## src/ptci_pkg.sv

```systemverilog
// ptci_pkg: shared constants, register codes and structs for the
// position_to_cell_index block. No dependencies.
`timescale 1ns / 1ps

package ptci_pkg;

   localparam int GRID_BITS    = 6;
   localparam int IDX_BITS     = 3 * GRID_BITS;
   localparam int COORD_BITS   = GRID_BITS + 1;
   localparam int POS_BITS     = 32;
   localparam int CSR_IDX_BITS = 3;
   localparam int CSR_DATA_BITS = 32;
   localparam int NUM_AXES     = 3;
   localparam int PIPE_STAGES  = 5;

   localparam logic [GRID_BITS-1:0]  DIM_RESET = GRID_BITS'(1);
   localparam logic [POS_BITS-1:0]   INV_RESET = POS_BITS'(65536);

   typedef enum logic [CSR_IDX_BITS-1:0] {
      CSR_LEFT_X,
      CSR_LEFT_Y,
      CSR_LEFT_Z,
      CSR_INV_SIZE_X,
      CSR_INV_SIZE_Y,
      CSR_INV_SIZE_Z,
      CSR_GRID_DIMS
   } csr_index_type;

   typedef struct packed {
      logic [POS_BITS-1:0]  left;
      logic [POS_BITS-1:0]  inv;
      logic [GRID_BITS-1:0] n;
   } axis_cfg_type;

   typedef struct packed {
      logic [COORD_BITS-1:0] coord;
      logic                  flag;
   } coord_type;

   typedef struct packed {
      logic [IDX_BITS-1:0] cell_index;
      logic                out_of_range;
   } result_type;

endpackage

```

## src/ptci_axis_lane.sv

```systemverilog
// ptci_axis_lane: one axis of the binning pipeline (subtract, multiply,
// truncate and limit). Three stages. Depends on ptci_pkg.
`timescale 1ns / 1ps

module ptci_axis_lane import ptci_pkg::*; (
   input  logic                clock,
   input  logic                en,
   input  logic [POS_BITS-1:0] pos,
   input  logic                clamp,
   input  axis_cfg_type        cfg,
   output coord_type           result
);

   logic [POS_BITS:0]       diff;
   logic [POS_BITS:0]       diff_neg;
   logic [2*POS_BITS-1:0]   prod;

   logic [POS_BITS-1:0]     mag_ff, mag_in;
   logic                    neg_a_ff, neg_a_in;
   logic                    clamp_a_ff;

   logic [POS_BITS-1:0]     q_ff, q_in;
   logic                    neg_b_ff;
   logic                    clamp_b_ff;

   coord_type               res_ff, res_in;

   logic [GRID_BITS-1:0]    q_small;
   logic [COORD_BITS-1:0]   q_inc;
   logic [COORD_BITS-1:0]   n_ext;
   logic                    q_gt_n;
   logic                    q_ge_n;

   // stage a: exact difference and its magnitude
   always_comb begin
      diff     = {pos[POS_BITS-1], pos} - {cfg.left[POS_BITS-1], cfg.left};
      diff_neg = '0 - diff;
      neg_a_in = diff[POS_BITS];
      mag_in   = neg_a_in ? diff_neg[POS_BITS-1:0] : diff[POS_BITS-1:0];
   end

   // stage b: scale by inverse cell size, keep integer part of Q32.32
   always_comb begin
      prod = {{POS_BITS{1'b0}}, mag_ff} * {{POS_BITS{1'b0}}, cfg.inv};
      q_in = prod[2*POS_BITS-1:POS_BITS];
   end

   // stage c: ghost offset, clamp or saturate
   always_comb begin
      q_small = q_ff[GRID_BITS-1:0];
      q_inc   = {1'b0, q_small} + COORD_BITS'(1);
      n_ext   = {1'b0, cfg.n};
      q_gt_n  = q_ff > POS_BITS'(cfg.n);
      q_ge_n  = q_ff >= POS_BITS'(cfg.n);
      if (neg_b_ff) begin
         // coordinate is 1 - q here
         res_in.flag  = !clamp_b_ff && (q_ff > POS_BITS'(1));
         res_in.coord = (clamp_b_ff || q_ff == '0) ? COORD_BITS'(1) : '0;
      end else if (clamp_b_ff) begin
         res_in.flag  = 1'b0;
         if (q_ge_n) begin
            res_in.coord = (cfg.n == '0) ? COORD_BITS'(1) : n_ext;
         end else begin
            res_in.coord = q_inc;
         end
      end else begin
         res_in.flag  = q_gt_n;
         res_in.coord = q_gt_n ? n_ext + COORD_BITS'(1) : q_inc;
      end
   end

   always_ff @(posedge clock) begin
      if (en) begin
         mag_ff     <= mag_in;
         neg_a_ff   <= neg_a_in;
         clamp_a_ff <= clamp;
         q_ff       <= q_in;
         neg_b_ff   <= neg_a_ff;
         clamp_b_ff <= clamp_a_ff;
         res_ff     <= res_in;
      end
   end

   assign result = res_ff;

endmodule

```

## config.mk

```make
export PLATFORM = sky130hd
export DESIGN_NAME = ptci_axis_lane
export DESIGN_NICKNAME = d
export VERILOG_FILES = /design/src/ptci_pkg.sv /design/src/ptci_axis_lane.sv
export SDC_FILE = /design/constraint.sdc
export NUM_CORES = 2
export LEC_CHECK = 0
export ABC_CLOCK_PERIOD_IN_PS = 10100
export CORE_MARGIN = 5
export CORE_UTILIZATION = 58
export DETAILED_ROUTE_END_ITERATION = 16
export DONT_BUFFER_PORTS = 1
export GPL_ROUTABILITY_DRIVEN = 0
export PLACE_DENSITY_LB_ADDON = 0.2
export SLEW_MARGIN = 20
export SYNTH_ARGS = -nofsm -noshare
export SYNTH_HDL_FRONTEND = slang
export SYNTH_SLANG_ARGS = --single-unit
```

## constraint.sdc

```tcl
create_clock -name clock -period 10.1 [get_ports clock]
set_clock_uncertainty 0.1 [all_clocks]
set_input_delay 2.02 -clock clock [delete_from_list [all_inputs] [get_ports clock]]
set_output_delay 2.02 -clock clock [all_outputs]
set_load 0.1 [all_outputs]
```

# After elaboration in Yosys (flattened, before gate mapping)
# Cells that the tools add are included.
dict set report word_totals {
  regBits 76
  in_bits 105
  output_inout_bits 8
  wordCells 28
}
dict set report op_classes {
  n_addsub 4
  mul 1
  n_lt_le_gt_ge 3
  mux 7
  reduce_logical 5
}
# op count
set op_table {}
lappend op_table {{$mul A32 B32 Y64} 1}
lappend op_table {{$sub A32 B32 Y33} 1}
lappend op_table {{$ge A32 B6 Y1} 1}
lappend op_table {{$gt A32 B1 Y1 const B} 1}
lappend op_table {{$gt A32 B6 Y1} 1}
lappend op_table {{$logic_not A32 Y1} 1}
lappend op_table {{$mux W32} 1}
lappend op_table {{$sub A1 B32 Y32 const A} 1}
lappend op_table {{$mux W8} 2}
lappend op_table {{$add A6 B1 Y7 const B} 2}
lappend op_table {{$mux W7} 2}
lappend op_table {{$logic_not A6 Y1} 1}
lappend op_table {{$mux W6} 1}
lappend op_table {{$logic_and A1 B1 Y1} 1}
lappend op_table {{$logic_not A1 Y1} 1}
lappend op_table {{$logic_or A1 B1 Y1} 1}
lappend op_table {{$mux W1} 1}

# Longest topological paths before layout
dict set report logic_depth {
  ltp_word 5
  ltp_mapped 29
  mapped_depth_nobuf 28
}

# Least setup slack after synthesis
# No wires, ideal clock.
dict set report synth_timing {
  kind {input port to flip-flop}
  start {input port cfg[8] in the netlist's numbering}
  end {register q_ff[31] (data pin)}
  setup_ns 0.262
  arrival_ns 9.055
  required_time_ns 9.738
  slack_ns 0.683
  cell_stages 26
  n_path_buf 1
  path_cell_list {clkbuf_1 nand2_1 fa_1 inv_1 fa_1 inv_1 fa_1 fa_1 inv_1 fa_1 fa_1 fa_1 inv_1 fa_1 inv_1 ha_1 a21o_1 a221o_1 a2111oi_4 o2111ai_1 a21bo_2 o31ai_4 o41ai_2 a311oi_2 o31ai_1 xnor2_1}
}
dict set report synth_between {
  elab_chain_cells 1
}
# element line_no
set synth_rtl {}
lappend synth_rtl {{from (decl)} ptci_axis_lane.sv:10} ;# input axis_cfg_type cfg,
lappend synth_rtl {{$mul A32 B32 Y64} ptci_axis_lane.sv:44} ;# prod = {{POS_BITS{1'b0}}, mag_ff} * {{POS_BITS{1'b0}}, cfg.inv};
lappend synth_rtl {{named net prod[63]} ptci_axis_lane.sv:16} ;# logic [2*POS_BITS-1:0] prod;
lappend synth_rtl {{to (signal assigned)} ptci_axis_lane.sv:77} ;# q_ff <= q_in;
lappend synth_rtl {{to (decl)} ptci_axis_lane.sv:22} ;# logic [POS_BITS-1:0] q_ff, q_in;
# The timed path passes the listed nets, and every way through them passes these cells.
# A chain may end at the register's enable or synchronous reset.

# Worst setup path in the final report
dict set report layout_timing {
  start {input port cfg[23] in the netlist's numbering}
  end {register q_ff[21] (data pin)}
}
# Same word-level chain as after synthesis.

==> impl_metrics.toml <==
[die]
die_area_um2 = 70500
die_w_um = 266
chipHeight_um = 266
fp.coreArea_um2 = 64600
fp-row-count = 93
initial_utilization = 0.587
io_pins = 113

[timing]
clock.fmax_ghz = 0.106
fin_crit_ps = 9430
finalSetupTns_ps = 0
drv_slew = 0
max-slew-margin-rel = 0.246
rsz0062_at_grt = "no"
finalHoldViolations = 0
setup_violations = 0
worst_pin_slew_ps = 1130
fin_crit_sh = 0.934

[clock_network]
numCtsBuffers = 9
clock-sinks = 76
cts_hold_buffers = 0
clk_pin_slew_worst_paths_ps = 70
post_cts_resized = 0
clockRootBuffer = "clkbuf_16"
cts_setup_buffers = 0
clk_latency_ps = 380
h-tree-depth = 3
cts.path.max_buffers = 2
cts_tree = "built"

[setup_path]
cp_slowest_cell = "fa_1"
cp.arrival_ps = 9460
crit_buf_inv = 4
path_class = "input port to flop"
end_kind = "flop"
path_max_fanout = 32
cp_cell_sequence = "and2_1, fa_1, inv_1, fa_1, inv_1, fa_1, fa_1, fa_1, fa_1, fa_1, inv_1, fa_1, inv_1, ha_1, a21o_1, a221o_1, a2111oi_4, o2111ai_1, a21bo_2, o31ai_1, o21ai_1, a31oi_1, o21ba_2, xnor2_1"
critPathMostFrequentCell = "fa_1"
critPathMaxStageDelay_ps = 600
path_delay_family = "adder cells"
start_kind = "input port"
cp.required_ps = 10130

[synthesis]
synth_area_um2 = 37900
syn_inst = 4102
ys_ff_latch = 76
syn_nets = 5407
ys_seq_area_frac = 0.0602
synth.avg_cell_area_um2 = 9.24
async_reset_ff_frac = 0
synth-main-ff-cell = "edfxtp_1"
synth_warnings = 0
synth_edf_count = 76
netlist-cell-type-count = 74

[status]
status = "complete, no violations"

[min_path]
hold_class = "flop to flop"

[drt]
first_pass_iters = 5
postRouteAntennaNets = 0
vias = 26900
routed_wl_um = 101000
route.detailed.drc = 0
via_per_inst = 5.60
drt-initial-drc-count = 1737
post_drt_wl_per_cell_um = 21.1

[finish]
area_growth_pct = 2.49
fin_nets = 5253
drive_above_1_share = 0.0207
final_common_cell = "inv_1"
fin_area_um2 = 38800
final_cell_mix = "inv_1, fa_1, and2_1"

[run]
max_cap_violations = 0

[place]
io_buffers = 0
place_area_um2 = 38500
dp_hpwl_um = 79300

[global_route]
grt_max_degree = 77
use_met3 = 0.0760
grtUsageMet2 = 0.487
grt_pass1_wl_um = 163000
grtUsageMet1 = 0.395
grt_pass1_vias = 29300
busiest_layer = "met2"
overflow = 0
grtUsageTotal = 0.297
antenna_found_initial = 7
-- path summary, 6_finish.rpt --
kind	endpoint	from	slack [ps]	depth (start not counted)
max	q_ff[21]	cfg[23]	670	24
min	clamp_b_ff	clamp_a_ff	340	0
max reg2reg	q_ff[21]	mag_ff[10]	1080	25
min reg2reg	clamp_b_ff	clamp_a_ff	340	0
-- cells by family (layout without fill, tap and decap cells) --
kind of cell / after synthesis / count (layout) / share of synthesized area
AO/OA/AOI/OAI: 306 / 306 / 0.0538
multiplexers: 5 / 5 / 0.00135
AND/OR/NAND/NOR: 1281 / 1281 / 0.176
flip-flops: 76 / 76 / 0.0602
buffers and inverters: 1141 / 992 / 0.113
XOR/XNOR: 93 / 93 / 0.0215
adder cells (fa/ha/maj): 1200 / 1200 / 0.574
other: 0 / 2 / 0
-- worst register-to-register path: stages (launching register included) --
cell and delay, ps:
edfxtp_1 1010, buf_4 440, and2_1 210, fa_1 420, inv_1 80, fa_1 410
inv_1 90, fa_1 450, fa_1 600, fa_1 440, fa_1 460, fa_1 490
inv_1 50, fa_1 470, inv_1 40, ha_1 340, a21o_1 200, a221o_1 360
a2111oi_4 440, o2111ai_1 210, a21bo_2 320, o31ai_1 450, o21ai_1 220, a31oi_1 280
o21ba_2 180, xnor2_1 60
-- metrics by stage --
step           hold WS (ps)  worst slack [ps]  cells  utilization
6_report                339               672   4810        0.601
5_1_grt                 365               343   4809        0.601
4_1_cts                 347               707   4805        0.601
3_5_place_dp            333               306   4789        0.596
3_3_place_gp            304               407   4788        0.596
2_1_floorplan           300               683   4102            -
-- flip-flops by register name, summed over array words and instances, names as in the netlist --
signal and count:
result 8, neg_b_ff 1, neg_a_ff 1, q_ff 32, clamp_b_ff 1, clamp_a_ff 1, mag_ff 32
-- per-layer routing --
metal  part of all wire  routed length, µm
met5            0.00015                 15
met4              0.037               3750
met3              0.089               9010
met2               0.47              48000
met1               0.40              40700
-- layout make-up --
cell class	count	area [µm²]
Antenna cell	2	5.00
Clock buffer	10	229
Clock inverter	6	63.8
Fill cell	5687	25700
Inverter	930	3490
Multi-Input combinational cell	2885	31300
Sequential cell	76	2280
Tap cell	855	1070
Timing Repair Buffer	46	375
-- cell usage after synthesis (10+ instances only) --
cell type  count  area [µm²]
and2_1       602        3770
xor2_1        31         272
ha_1         304        3800
nand3_1       31         155
a31oi_1       14        87.6
o21ai_0       54         270
o211ai_1      13        97.6
nand2b_1      11        68.8
nor3_1        23         115
a21oi_1       94         470
nor2b_1       11        68.8
nor2_1        45         169
nor4_1        13        81.3
xnor2_1       62         543
fa_1         896       17900
nand4_1       19         119
nand2_1      488        1830
a21o_1        41         308
a211oi_1      10        75.1
edfxtp_1      76        2280
clkbuf_1     204         766
inv_1        929        3490
Power is not shown: default switching activity piles up to over one toggle a cycle in this logic, so the estimate is an artifact.
