<file path="src/ptci_pkg.sv">
// ptci_pkg: shared constants, register codes and structs for the
// position_to_cell_index block. No dependencies.
`timescale 1ns / 1ps

package ptci_pkg;

   localparam int GRID_BITS    = 6;
   localparam int IDX_BITS     = 3 * GRID_BITS;
   localparam int COORD_BITS   = GRID_BITS + 1;
   localparam int POS_BITS     = 32;
   localparam int CSR_IDX_BITS = 3;
   localparam int CSR_DATA_BITS = 32;
   localparam int NUM_AXES     = 3;
   localparam int PIPE_STAGES  = 5;

   localparam logic [GRID_BITS-1:0]  DIM_RESET = GRID_BITS'(1);
   localparam logic [POS_BITS-1:0]   INV_RESET = POS_BITS'(65536);

   typedef enum logic [CSR_IDX_BITS-1:0] {
      CSR_LEFT_X,
      CSR_LEFT_Y,
      CSR_LEFT_Z,
      CSR_INV_SIZE_X,
      CSR_INV_SIZE_Y,
      CSR_INV_SIZE_Z,
      CSR_GRID_DIMS
   } csr_index_type;

   typedef struct packed {
      logic [POS_BITS-1:0]  left;
      logic [POS_BITS-1:0]  inv;
      logic [GRID_BITS-1:0] n;
   } axis_cfg_type;

   typedef struct packed {
      logic [COORD_BITS-1:0] coord;
      logic                  flag;
   } coord_type;

   typedef struct packed {
      logic [IDX_BITS-1:0] cell_index;
      logic                out_of_range;
   } result_type;

endpackage

</file>
<file path="src/ptci_out_buf.sv">
// ptci_out_buf: output register plus one skid entry, so the pipeline
// only sees a registered ready. Depends on ptci_pkg.
`timescale 1ns / 1ps

module ptci_out_buf import ptci_pkg::*; (
   input  logic       clock,
   input  logic       reset,
   input  logic       in_valid,
   output logic       in_ready,
   input  result_type in_data,
   output logic       out_valid,
   input  logic       out_ready,
   output result_type out_data
);

   logic       out_valid_ff, out_valid_in;
   logic       skid_full_ff, skid_full_in;
   result_type out_data_ff, out_data_in;
   result_type skid_data_ff, skid_data_in;
   logic       take;

   always_comb begin
      take         = in_valid && !skid_full_ff;
      out_valid_in = out_valid_ff;
      skid_full_in = skid_full_ff;
      out_data_in  = out_data_ff;
      skid_data_in = skid_data_ff;
      if (!out_valid_ff || out_ready) begin
         if (skid_full_ff) begin
            out_valid_in = 1'b1;
            out_data_in  = skid_data_ff;
            skid_full_in = 1'b0;
         end else if (take) begin
            out_valid_in = 1'b1;
            out_data_in  = in_data;
         end else begin
            out_valid_in = 1'b0;
         end
      end else if (take) begin
         skid_full_in = 1'b1;
         skid_data_in = in_data;
      end
   end

   always_ff @(posedge clock) begin
      if (reset) begin
         out_valid_ff <= 1'b0;
         skid_full_ff <= 1'b0;
      end else begin
         out_valid_ff <= out_valid_in;
         skid_full_ff <= skid_full_in;
      end
   end

   always_ff @(posedge clock) begin
      out_data_ff  <= out_data_in;
      skid_data_ff <= skid_data_in;
   end

   assign in_ready  = !skid_full_ff;
   assign out_valid = out_valid_ff;
   assign out_data  = out_data_ff;

endmodule

</file>
<file path="config.mk">
export PLATFORM = sky130hd
export DESIGN_NAME = ptci_out_buf
export DESIGN_NICKNAME = d
export VERILOG_FILES = /design/src/ptci_pkg.sv /design/src/ptci_out_buf.sv
export SDC_FILE = /design/constraint.sdc
export NUM_CORES = 1
export LEC_CHECK = 0
export BUFFER_PORTS_ARGS = -buffer_cell sky130_fd_sc_hd__buf_2
export CAP_MARGIN = 10
export CELL_PAD_IN_SITES_DETAIL_PLACEMENT = 0
export CELL_PAD_IN_SITES_GLOBAL_PLACEMENT = 1
export CORE_UTILIZATION = 38
export CTS_CLUSTER_SIZE = 40
export DETAILED_ROUTE_END_ITERATION = 10
export HOLD_SLACK_MARGIN = 0.08
export PLACE_DENSITY_LB_ADDON = 0.1
export SLEW_MARGIN = 40
export SYNTH_ARGS = -nofsm -noshare
export SYNTH_HDL_FRONTEND = slang
export SYNTH_SLANG_ARGS = --single-unit
</file>
<file path="constraint.sdc">
create_clock -name clock -period 2.45 [get_ports clock]
set_clock_uncertainty 0.15 [all_clocks]
set_input_delay 0.245 -clock clock [delete_from_list [all_inputs] [get_ports clock]]
set_output_delay 0.245 -clock clock [all_outputs]
set_load 0.02 [all_outputs]
</file>
Word-level counts from Yosys, hierarchy flattened:

Index checks and enable logic that the tools add are counted.
W data, S select, Z words.

* register bits: 40
* word-level logic and storage cells: 19

* bitwise logic cells: 1
* reductions and logical operators: 8
* mux-type cells: 4

Operators by type and width (count)
* $mux W19: 2
* $reduce_and A2 Y1: 2
* $logic_not A1 Y1: 2
* $mux W1: 2
* $reduce_bool A2 Y1: 1
* $reduce_or A2 Y1: 1
* $logic_and A1 B1 Y1: 1
* $logic_or A1 B1 Y1: 1
* $not A1 Y1: 1

Logic depth before layout (Yosys ltp):

Gate-level depths: netlist of run 1.

* word-level depth: 4
* depth in mapped cells: 2

Worst setup path after synthesis of run 1:

OpenSTA, ideal clock, no wires.

* path kind: flip-flop to flip-flop
* from: register out_valid_ff (netlist: out_valid)
* to: register skid_data_ff[0] (netlist bit), enable pin
* buffers on the path: 0
* data required time: 1.877 ns
* slack: -0.165 ns
* setup time: 0.423 ns
* data arrival time: 2.042 ns
* stages on the path, launching flop included: 3
* cell sequence: dfxtp_1 > nand2b_1 > nor3b_1

* longest elaborated chain between the ends: 4

RTL lines
* from (decl): line ptci_out_buf.sv:16 `logic out_valid_ff, out_valid_in;`
* from (signal assigned): line ptci_out_buf.sv:50 `out_valid_ff <= out_valid_in;`
* $logic_not A1 Y1: line ptci_out_buf.sv:28 `if (!out_valid_ff || out_ready) begin`
* $logic_or A1 B1 Y1: line ptci_out_buf.sv:28
* $not A1 Y1 (no line)
* $reduce_and A2 Y1 (no line)
* to (signal assigned): line ptci_out_buf.sv:57 `skid_data_ff <= skid_data_in;`
* to (decl): line ptci_out_buf.sv:19 `result_type skid_data_ff, skid_data_in;`

No other way between the ends.
A chain may end at the register's enable or synchronous reset.

Final worst setup path of run 1:

* from: register skid_full_ff
* to: register skid_data_ff[6] (netlist bit), enable pin

* longest elaborated chain between the ends: 3

RTL lines
* from (decl): line ptci_out_buf.sv:17 `logic skid_full_ff, skid_full_in;`
* from (signal assigned): line ptci_out_buf.sv:51 `skid_full_ff <= skid_full_in;`
* $logic_not A1 Y1: line ptci_out_buf.sv:23 `take = in_valid && !skid_full_ff;`
* $logic_and A1 B1 Y1: line ptci_out_buf.sv:23
* $reduce_and A2 Y1 (no line)

No other way between the ends.

==> impl_metrics.sql, run 1 <==
INSERT INTO impl_metrics (metric_group, metric, value, unit) VALUES
('yosys', 'post_synth_main_area_contributors', 'sky130_fd_sc_hd__edfxtp_1, sky130_fd_sc_hd__mux2_4, sky130_fd_sc_hd__dfxtp_1, sky130_fd_sc_hd__buf_6, sky130_fd_sc_hd__mux2_2', ''),
('yosys', 'synth-async-reset-ratio', '0', ''),
('critical_path', 'r2r_start', 'skid_full_ff', ''),
('critical_path', 'critical_path.endpoint', 'skid_data_ff[6]', ''),
('floorplanning', 'design.core.area', '0.003744', 'mm²'),
('floorplanning', 'initial_utilization', '0.4068', ''),
('place', 'area_of_placed_instances', '0.001824', 'mm²'),
('critical_path', 'worst_r2r_endpoint', 'skid_data_ff[6]', ''),
('timing', 'finalCritPeriodShare', '0.6637', ''),
('cts', 'cts_sinks', '40', ''),
('power_and_ir_drop', 'part_of_the_power_in_the_clock_network', '0.349', ''),
('drt', 'routedWlPerCell', '12.57', 'µm'),
('layout', 'final_layout_size_suffix_gt1_frac', '0.5214', ''),
('layout', 'nNetsFinal', '162', ''),
('hold_path', 'origin_of_the_worst_min_delay_path', 'in_valid', ''),
('cts', 'cts-root-buf', 'sky130_fd_sc_hd__clkbuf_8', ''),
('power_and_ir_drop', 'p_per_cell_area', '682.8', 'mW/mm²'),
('yosys', 'postSynthRegisterBits', '40', ''),
('layout', 'layout_overhead_on_the_synthesized_area', '39.93', '%'),
('global_routing', 'grt_start_max_net_pins', '22', ''),
('drt', 'routed_via_density', '4.426', ''),
('drt', 'final_antenna_net_count', '0', ''),
('outcome', 'status', 'finished clean', ''),
('floorplanning', 'die_h', '65.30', 'µm'),
('layout', 'n_fill_cell', '313', ''),
('critical_path', 'worst_ep_arrival_time', '1.45', 'ns'),
('power_and_ir_drop', 'power.static_leakage', '0.8407', 'nW'),
('yosys', 'synthCells', '68', ''),
('global_routing', 'global_route.usage.total', '0.1156', ''),
('critical_path', 'cp_data_required_time', '2.28', 'ns'),
('cts', 'worst_case_clock_buffer_depth', '2', ''),
('yosys', 'synth_enable_flop_cells', '38', ''),
('timing', 'timing.final.crit_period', '1.626', 'ns'),
('power_and_ir_drop', 'cellInternalPower', '0.001163', 'W'),
('critical_path', 'ff2ff_path_depth', '3', ''),
('global_routing', 'number_of_global_route_vias_before_repair', '740', ''),
('power_and_ir_drop', 'peak_supply_drop', '0.3955', 'mV'),
('timing', 'fin_tns_setup', '0', 'ns'),
('floorplanning', 'die_w', '65.30', 'µm'),
('timing', 'final_max_slew_viol_count', '0', ''),
('place', 'place.gp.congestion', '0.6096', ''),
('cts', 'postCtsSetupBuffers', '0', ''),
('layout', 'final_core_utilization', '0.5692', ''),
('critical_path', 'crit_type', 'register to register', ''),
('place', 'port_buffers', '43', ''),
('cts', 'cts_inserted_buffers', '5', ''),
('drt', 'drc_errors', '0', ''),
('timing', 'worstMarginPinSlew', '0.4478', 'ns'),
('global_routing', 'grt_first_pass_wirelength', '3470', 'µm'),
('yosys', 'yosys.cell_count.top_type', 'sky130_fd_sc_hd__edfxtp_1', ''),
('place', 'dp_wirelength', '1586', 'µm'),
('layout', 'diodes', '0', ''),
('flow_run', 'max_cap_violations', '0', ''),
('yosys', 'postSynthAreaPerCell', '22.39', 'µm²'),
('timing', 'setup_viol', '0', ''),
('timing', 'finalHoldViolCount', '0', ''),
('critical_path', 'timing.critical_path.fanout_max', '21', ''),
('power_and_ir_drop', 'comb_power_share', '0.107', ''),
('timing', 'timing.max_slew.rel_slack', '0.7001', ''),
('yosys', 'yosys_warnings', '0', ''),
('global_routing', 'grt.overflow.total', '0', ''),
('yosys', 'synth-main-ff-cell', 'sky130_fd_sc_hd__edfxtp_1', ''),
('drt', 'wirelength', '2364', 'µm'),
('hold_path', 'hold-path-cell-count', '3', ''),
('cts', 'tritoncts_clock_tree', 'built', ''),
('yosys', 'mappedNetlistArea', '0.001523', 'mm²'),
('drt', 'drt_pass1_iterations', '4', ''),
('critical_path', 'timing.critical_path.from', 'skid_full_ff', ''),
('yosys', 'mappedNetlistNets', '91', ''),
('drt', 'vias', '832', ''),
('power_and_ir_drop', 'power.share.switching', '0.2007', '');
state kept, by name, indices dropped and copies added, names as in the netlist:
name and count:
skid_data_ff 19, skid_full_ff 1, out_data 19, out_valid 1
power groups by stage:
stage	Sequential, W	Clock, W	Combinational [W]
2_1_floorplan	0.000838	0	0.0000456
3_3_place_gp	0.000806	0	0.000131
3_5_place_dp	0.000807	0	0.000133
4_1_cts	0.000792	0.000525	0.000158
5_1_grt	0.000793	0.000557	0.000167
6_report	0.000792	0.000508	0.000156
worst min-delay path by stage:
stage,to
floorplan,out_valid
finish,out_valid
global placement,out_valid
detailed placement,out_valid
CTS,out_valid
global route,out_valid
layout make-up:
type	count	area (µm²)	area share
sequential	40	1181	0.5543
timing repair buffer	66	450.4	0.2114
multi-input combinational	25	329.1	0.1544
clock buffer	5	68.82	0.03230
tap	48	60.06	0.02819
clock inverter	3	37.54	0.01762
inverter	1	3.754	0.001762
cells in the final DEF (no fill, tap or decap):
cell type,count
sky130_fd_sc_hd__buf_2,43
sky130_fd_sc_hd__edfxtp_1,38
sky130_fd_sc_hd__dlygate4sd3_1,20
sky130_fd_sc_hd__mux2_4,18
sky130_fd_sc_hd__clkbuf_8,5
sky130_fd_sc_hd__clkinv_1,2
sky130_fd_sc_hd__dfxtp_1,2
sky130_fd_sc_hd__buf_4,2
sky130_fd_sc_hd__nor2_1,1
sky130_fd_sc_hd__nand2b_1,1
sky130_fd_sc_hd__nor2b_2,1
sky130_fd_sc_hd__nor3b_4,1
sky130_fd_sc_hd__inv_1,1
sky130_fd_sc_hd__a21oi_1,1
sky130_fd_sc_hd__nor3_1,1
sky130_fd_sc_hd__mux2_2,1
sky130_fd_sc_hd__bufinv_16,1
sky130_fd_sc_hd__buf_12,1
cells by family after synthesis:
kind of cell	after synthesis	share of synthesized area
multiplexers	19	0.1849
buffers and inverters	3	0.01725
AND/OR/NAND/NOR	5	0.01890
flip-flops	40	0.7757
AO/OA/AOI/OAI	1	0.003284
worst max-delay path, stage by stage (launching register included):
cell and delay [ns]:
sky130_fd_sc_hd__dfxtp_1 0.31, sky130_fd_sc_hd__buf_4 0.24, sky130_fd_sc_hd__nor3b_4 0.32, sky130_fd_sc_hd__buf_4 0.29
repair_timing:
action / 4_1_cts / 5_1_grt
gates resized for setup: 0 / 0
hold buffers: 20 / 0
endpoints found under the hold margin: 21 / 0
routing by layer:
layer  GRT usage  vias up  routed length [µm]
met2      0.1765       30                1201
met4     0.04891        0                  14
met3     0.04688        2                 108
met1      0.1443      398                1040
li1            -      402                   -
met5           0        -                   0
stage by stage:
step	setup slack (ns)	total power [W]	std cells
after CTS	0.7932	0.001474	188
after detailed placement	0.7938	0.0009403	160
final	0.8239	0.001455	188
after floorplan	0.4722	0.0008832	68
after global routing	0.7207	0.001518	188
after global placement	0.8158	0.0009370	160
(Power assumes the default switching activity.)
==> inputs of run 2 (changes only) <==
--- a/config.mk
+++ b/config.mk
@@ -5,11 +5,12 @@
 export SDC_FILE = /design/constraint.sdc
 export NUM_CORES = 1
 export LEC_CHECK = 0
+export ABC_AREA = 1
 export BUFFER_PORTS_ARGS = -buffer_cell sky130_fd_sc_hd__buf_2
 export CAP_MARGIN = 10
 export CELL_PAD_IN_SITES_DETAIL_PLACEMENT = 0
 export CELL_PAD_IN_SITES_GLOBAL_PLACEMENT = 1
-export CORE_UTILIZATION = 38
+export CORE_UTILIZATION = 39
 export CTS_CLUSTER_SIZE = 40
 export DETAILED_ROUTE_END_ITERATION = 10
 export HOLD_SLACK_MARGIN = 0.08
==> constraint.sdc (replaced) <==
create_clock -name clock -period 1.5 [get_ports clock]
set_clock_uncertainty 0.15 [all_clocks]
set_input_delay 0.15 -clock clock [delete_from_list [all_inputs] [get_ports clock]]
set_output_delay 0.15 -clock clock [all_outputs]
set_load 0.02 [all_outputs]
==> run 2 against run 1 <==
Net effect:
- clock power up 29%
- critical path type is now input port to register
- first-iteration DRC count up 100%
- flip-flop and latch count unchanged
- combinational power up 61%
- sequential share of layout area up 1.2 points
- register-to-register slack worse by 0.62 ns
==> impl_metrics.sql, run 2 <==
INSERT INTO impl_metrics (metric_group, metric, value, unit) VALUES
('yosys', 'postSynthAreaPerCell', '13.20', 'µm²'),
('floorplanning', 'dieArea', '0.004042', 'mm²'),
('critical_path', 'ff2ff_path_depth', '3', ''),
('floorplanning', 'num_io_pins', '44', ''),
('timing', 'fin_tns_setup', '0', 'ns'),
('hold_path', 'min-delay-path-class', 'input port to register', ''),
('timing', 'setup_viol', '0', ''),
('critical_path', 'cp.depth', '5', ''),
('drt', 'drt_pass1_iterations', '4', ''),
('cts', 'cts_sinks', '40', ''),
('critical_path', 'slowest_delay', '0.52', 'ns'),
('drt', 'vias', '1006', ''),
('yosys', 'netlist_top_cells_count', 'sky130_fd_sc_hd__nand2_1, sky130_fd_sc_hd__edfxtp_1, sky130_fd_sc_hd__nor2_1', ''),
('yosys', 'yosys.area.top_type', 'sky130_fd_sc_hd__edfxtp_1', ''),
('cts', 'cts-root-buf', 'sky130_fd_sc_hd__clkbuf_8', ''),
('cts', 'postCtsSetupBuffers', '0', ''),
('timing', 'worstMarginPinSlew', '0.2322', 'ns'),
('drt', 'routedWlPerCell', '11.52', 'µm'),
('critical_path', 'cp_data_required_time', '1.34', 'ns'),
('layout', 'final_core_utilization', '0.5711', ''),
('cts', 'register_clock_pin_slew_on_the_reported_worst_setup_and_hold_paths', '0.07', 'ns'),
('outcome', 'status', 'finished clean', ''),
('yosys', 'postSynthRegisterBits', '40', ''),
('floorplanning', 'die_h', '63.58', 'µm'),
('yosys', 'unique_cell_type_count_in_the_yosys_netlist', '11', ''),
('layout', 'diodes', '0', ''),
('power_and_ir_drop', 'p_per_cell_area', '1057', 'mW/mm²'),
('global_routing', 'grtUsageMet2', '0.2221', ''),
('global_routing', 'grt_start_max_net_pins', '21', ''),
('power_and_ir_drop', 'power.static_leakage', '0.8944', 'nW'),
('critical_path', 'crit_type', 'input port to register', ''),
('yosys', 'mappedNetlistNets', '135', ''),
('drt', 'routed_via_density', '4.299', ''),
('floorplanning', 'std_cell_rows', '22', ''),
('timing', 'hold_ws', '0.3556', 'ns'),
('critical_path', 'worstSetupEndpointType', 'register', ''),
('drt', 'drt_iter0_markers', '61', ''),
('critical_path', 'max_stage_delay_cell_worst_path', 'sky130_fd_sc_hd__dlygate4sd3_1', ''),
('yosys', 'post-synth-top-area-fraction', '0.7716', ''),
('yosys', 'synth_enable_flop_cells', '38', ''),
('critical_path', 'crit_buf_inv', '3', ''),
('layout', 'most-common-layout-cells', 'sky130_fd_sc_hd__nand2_1, sky130_fd_sc_hd__buf_2, sky130_fd_sc_hd__edfxtp_1', ''),
('yosys', 'yosys.cell_count.top_type', 'sky130_fd_sc_hd__nand2_1', ''),
('yosys', 'synth_sequential_area_ratio', '0.7986', ''),
('critical_path', 'timing.critical_path.fanout_max', '19', ''),
('timing', 'setup_repair_after_global_routing_missed_its_margin', 'no', ''),
('timing', 'finalHoldViolCount', '0', ''),
('critical_path', 'reg2reg_slack', '0.20', 'ns'),
('global_routing', 'number_of_global_route_vias_before_repair', '926', ''),
('layout', 'final_layout_size_suffix_gt1_frac', '0.3118', ''),
('yosys', 'synthCells', '112', ''),
('drt', 'final_antenna_net_count', '0', ''),
('timing', 'timing.max_slew.rel_slack', '0.8446', ''),
('cts', 'deepest_level_of_the_cts_h_tree', '2', ''),
('cts', 'cts_inserted_buffers', '5', ''),
('hold_path', 'hold-path-cell-count', '4', ''),
('yosys', 'post_synth_main_area_contributors', 'sky130_fd_sc_hd__edfxtp_1, sky130_fd_sc_hd__nand2_1, sky130_fd_sc_hd__dfxtp_1, sky130_fd_sc_hd__buf_6, sky130_fd_sc_hd__buf_4', ''),
('drt', 'wirelength', '2695', 'µm'),
('layout', 'most_common_cell_after_layout_fill_and_taps_aside', 'sky130_fd_sc_hd__nand2_1', ''),
('layout', 'nNetsFinal', '208', ''),
('timing', 'final_max_slew_viol_count', '0', ''),
('cts', 'worst_skew_pair.late_latency', '0.28', 'ns'),
('flow_run', 'max_cap_violations', '0', ''),
('global_routing', 'grt_use_met1', '0.1856', ''),
('critical_path', 'crit_path_cell_trace', 'dlygate4sd3_1, buf_2, nand3_1, nor2_4, buf_12', ''),
('global_routing', 'initial_antenna_violation_count', '0', ''),
('global_routing', 'grt-busiest-layer', 'met2', ''),
('critical_path', 'critical-path-top-delay-family', 'buffers and inverters', ''),
('place', 'port_buffers', '43', ''),
('timing', 'finalCritPeriodShare', '0.9191', ''),
('critical_path', 'cp-start-kind', 'input port', ''),
('global_routing', 'global_route.usage.total', '0.1459', ''),
('place', 'dp_wirelength', '1676', 'µm'),
('yosys', 'synth-main-ff-cell', 'sky130_fd_sc_hd__edfxtp_1', ''),
('floorplanning', 'initial_utilization', '0.4040', ''),
('drt', 'drc_errors', '0', ''),
('timing', 'fmax', '0.7254', 'GHz'),
('critical_path', 'worst_ep_arrival_time', '1.22', 'ns'),
('place', 'place.gp.congestion', '0.6864', ''),
('yosys', 'synth-async-reset-ratio', '0', ''),
('floorplanning', 'die_w', '63.58', 'µm'),
('global_routing', 'grt.overflow.total', '0', ''),
('layout', 'n_fill_cell', '325', ''),
('global_routing', 'grt_util_met3', '0.05072', ''),
('cts', 'tritoncts_clock_tree', 'built', ''),
('power_and_ir_drop', 'peak_supply_drop', '0.5647', 'mV'),
('cts', 'worst_case_clock_buffer_depth', '2', ''),
('floorplanning', 'design.core.area', '0.003661', 'mm²'),
('layout', 'layout_overhead_on_the_synthesized_area', '41.37', '%'),
('global_routing', 'grt_first_pass_wirelength', '4298', 'µm'),
('timing', 'timing.final.crit_period', '1.379', 'ns'),
('yosys', 'yosys_warnings', '0', ''),
('yosys', 'mappedNetlistArea', '0.001479', 'mm²');
## run 2: metrics by stage
stage | setup slack [ns] | cell area, µm² | std cells | total power, W
2_1_floorplan | 0.07886 | 1499 | 112 | 0.001443
3_3_place_gp | 0.1653 | 1787 | 204 | 0.001534
3_5_place_dp | 0.1303 | 1787 | 204 | 0.001538
4_1_cts | 0.03710 | 2090 | 234 | 0.002236
5_1_grt | 0.07845 | 2091 | 234 | 0.002311
6_report | 0.1214 | 2091 | 234 | 0.002210
## run 2: cell type report
class                      instances  area [µm²]  area share
clock buffer                       7       76.32     0.03651
tap                               48       60.06     0.02873
clock inverter                     1       3.754    0.001795
inverter                           3       13.76    0.006583
multi-input combinational         65       267.8      0.1281
sequential                        40        1184      0.5661
timing repair buffer              70       485.5      0.2322
## run 2: kinds of logic (layout without fill, tap and decap cells)
kind of cell,after synthesis,after routing,synth area share
AO/OA/AOI/OAI,2,2,0.006762
flip-flops,40,40,0.7986
buffers and inverters,7,81,0.03299
AND/OR/NAND/NOR,63,63,0.1616
## run 2: repair_timing
action / 4_1_cts / 5_1_grt
pin swaps: 0 / 0
hold buffers: 22 / 0
resized for setup: 1 / 1
endpoints found under the setup margin: 1 / 1
endpoints found under the hold margin: 40 / 0
## run 2: path summary, 6_finish.rpt
| check | from | to |
|---|---|---|
| hold reg to reg | out_valid | skid_full_ff |
| setup reg to reg | skid_full_ff | out_data[15] |
| hold / removal | out_ready | out_data[11] |
| setup / recovery | in_valid | skid_data_ff[6] |
## run 2: per-layer routing
metal / up-vias / share of wire
met3: 6 / 0.047
met5: - / 0
met2: 29 / 0.48
met4: 0 / 0.018
met1: 450 / 0.45
li1: 521 / -
## run 2: worst min-delay path: cells and delay by family
family | cells | cell delay (ns)
buf+inv | 3 | 0.34
compound gates | 1 | 0.16
## run 2: power breakdown
| group | switching [W] | total (W) | leakage (nW) | internal, W |
|---|---|---|---|---|
| Sequential | 0.0000160 | 0.00130 | 0.375 | 0.00129 |
| Clock | 0.000331 | 0.000654 | 0.0399 | 0.000323 |
| Combinational | 0.000139 | 0.000251 | 0.480 | 0.000112 |
| Total | 0.000485 | 0.00221 | 0.894 | 0.00172 |
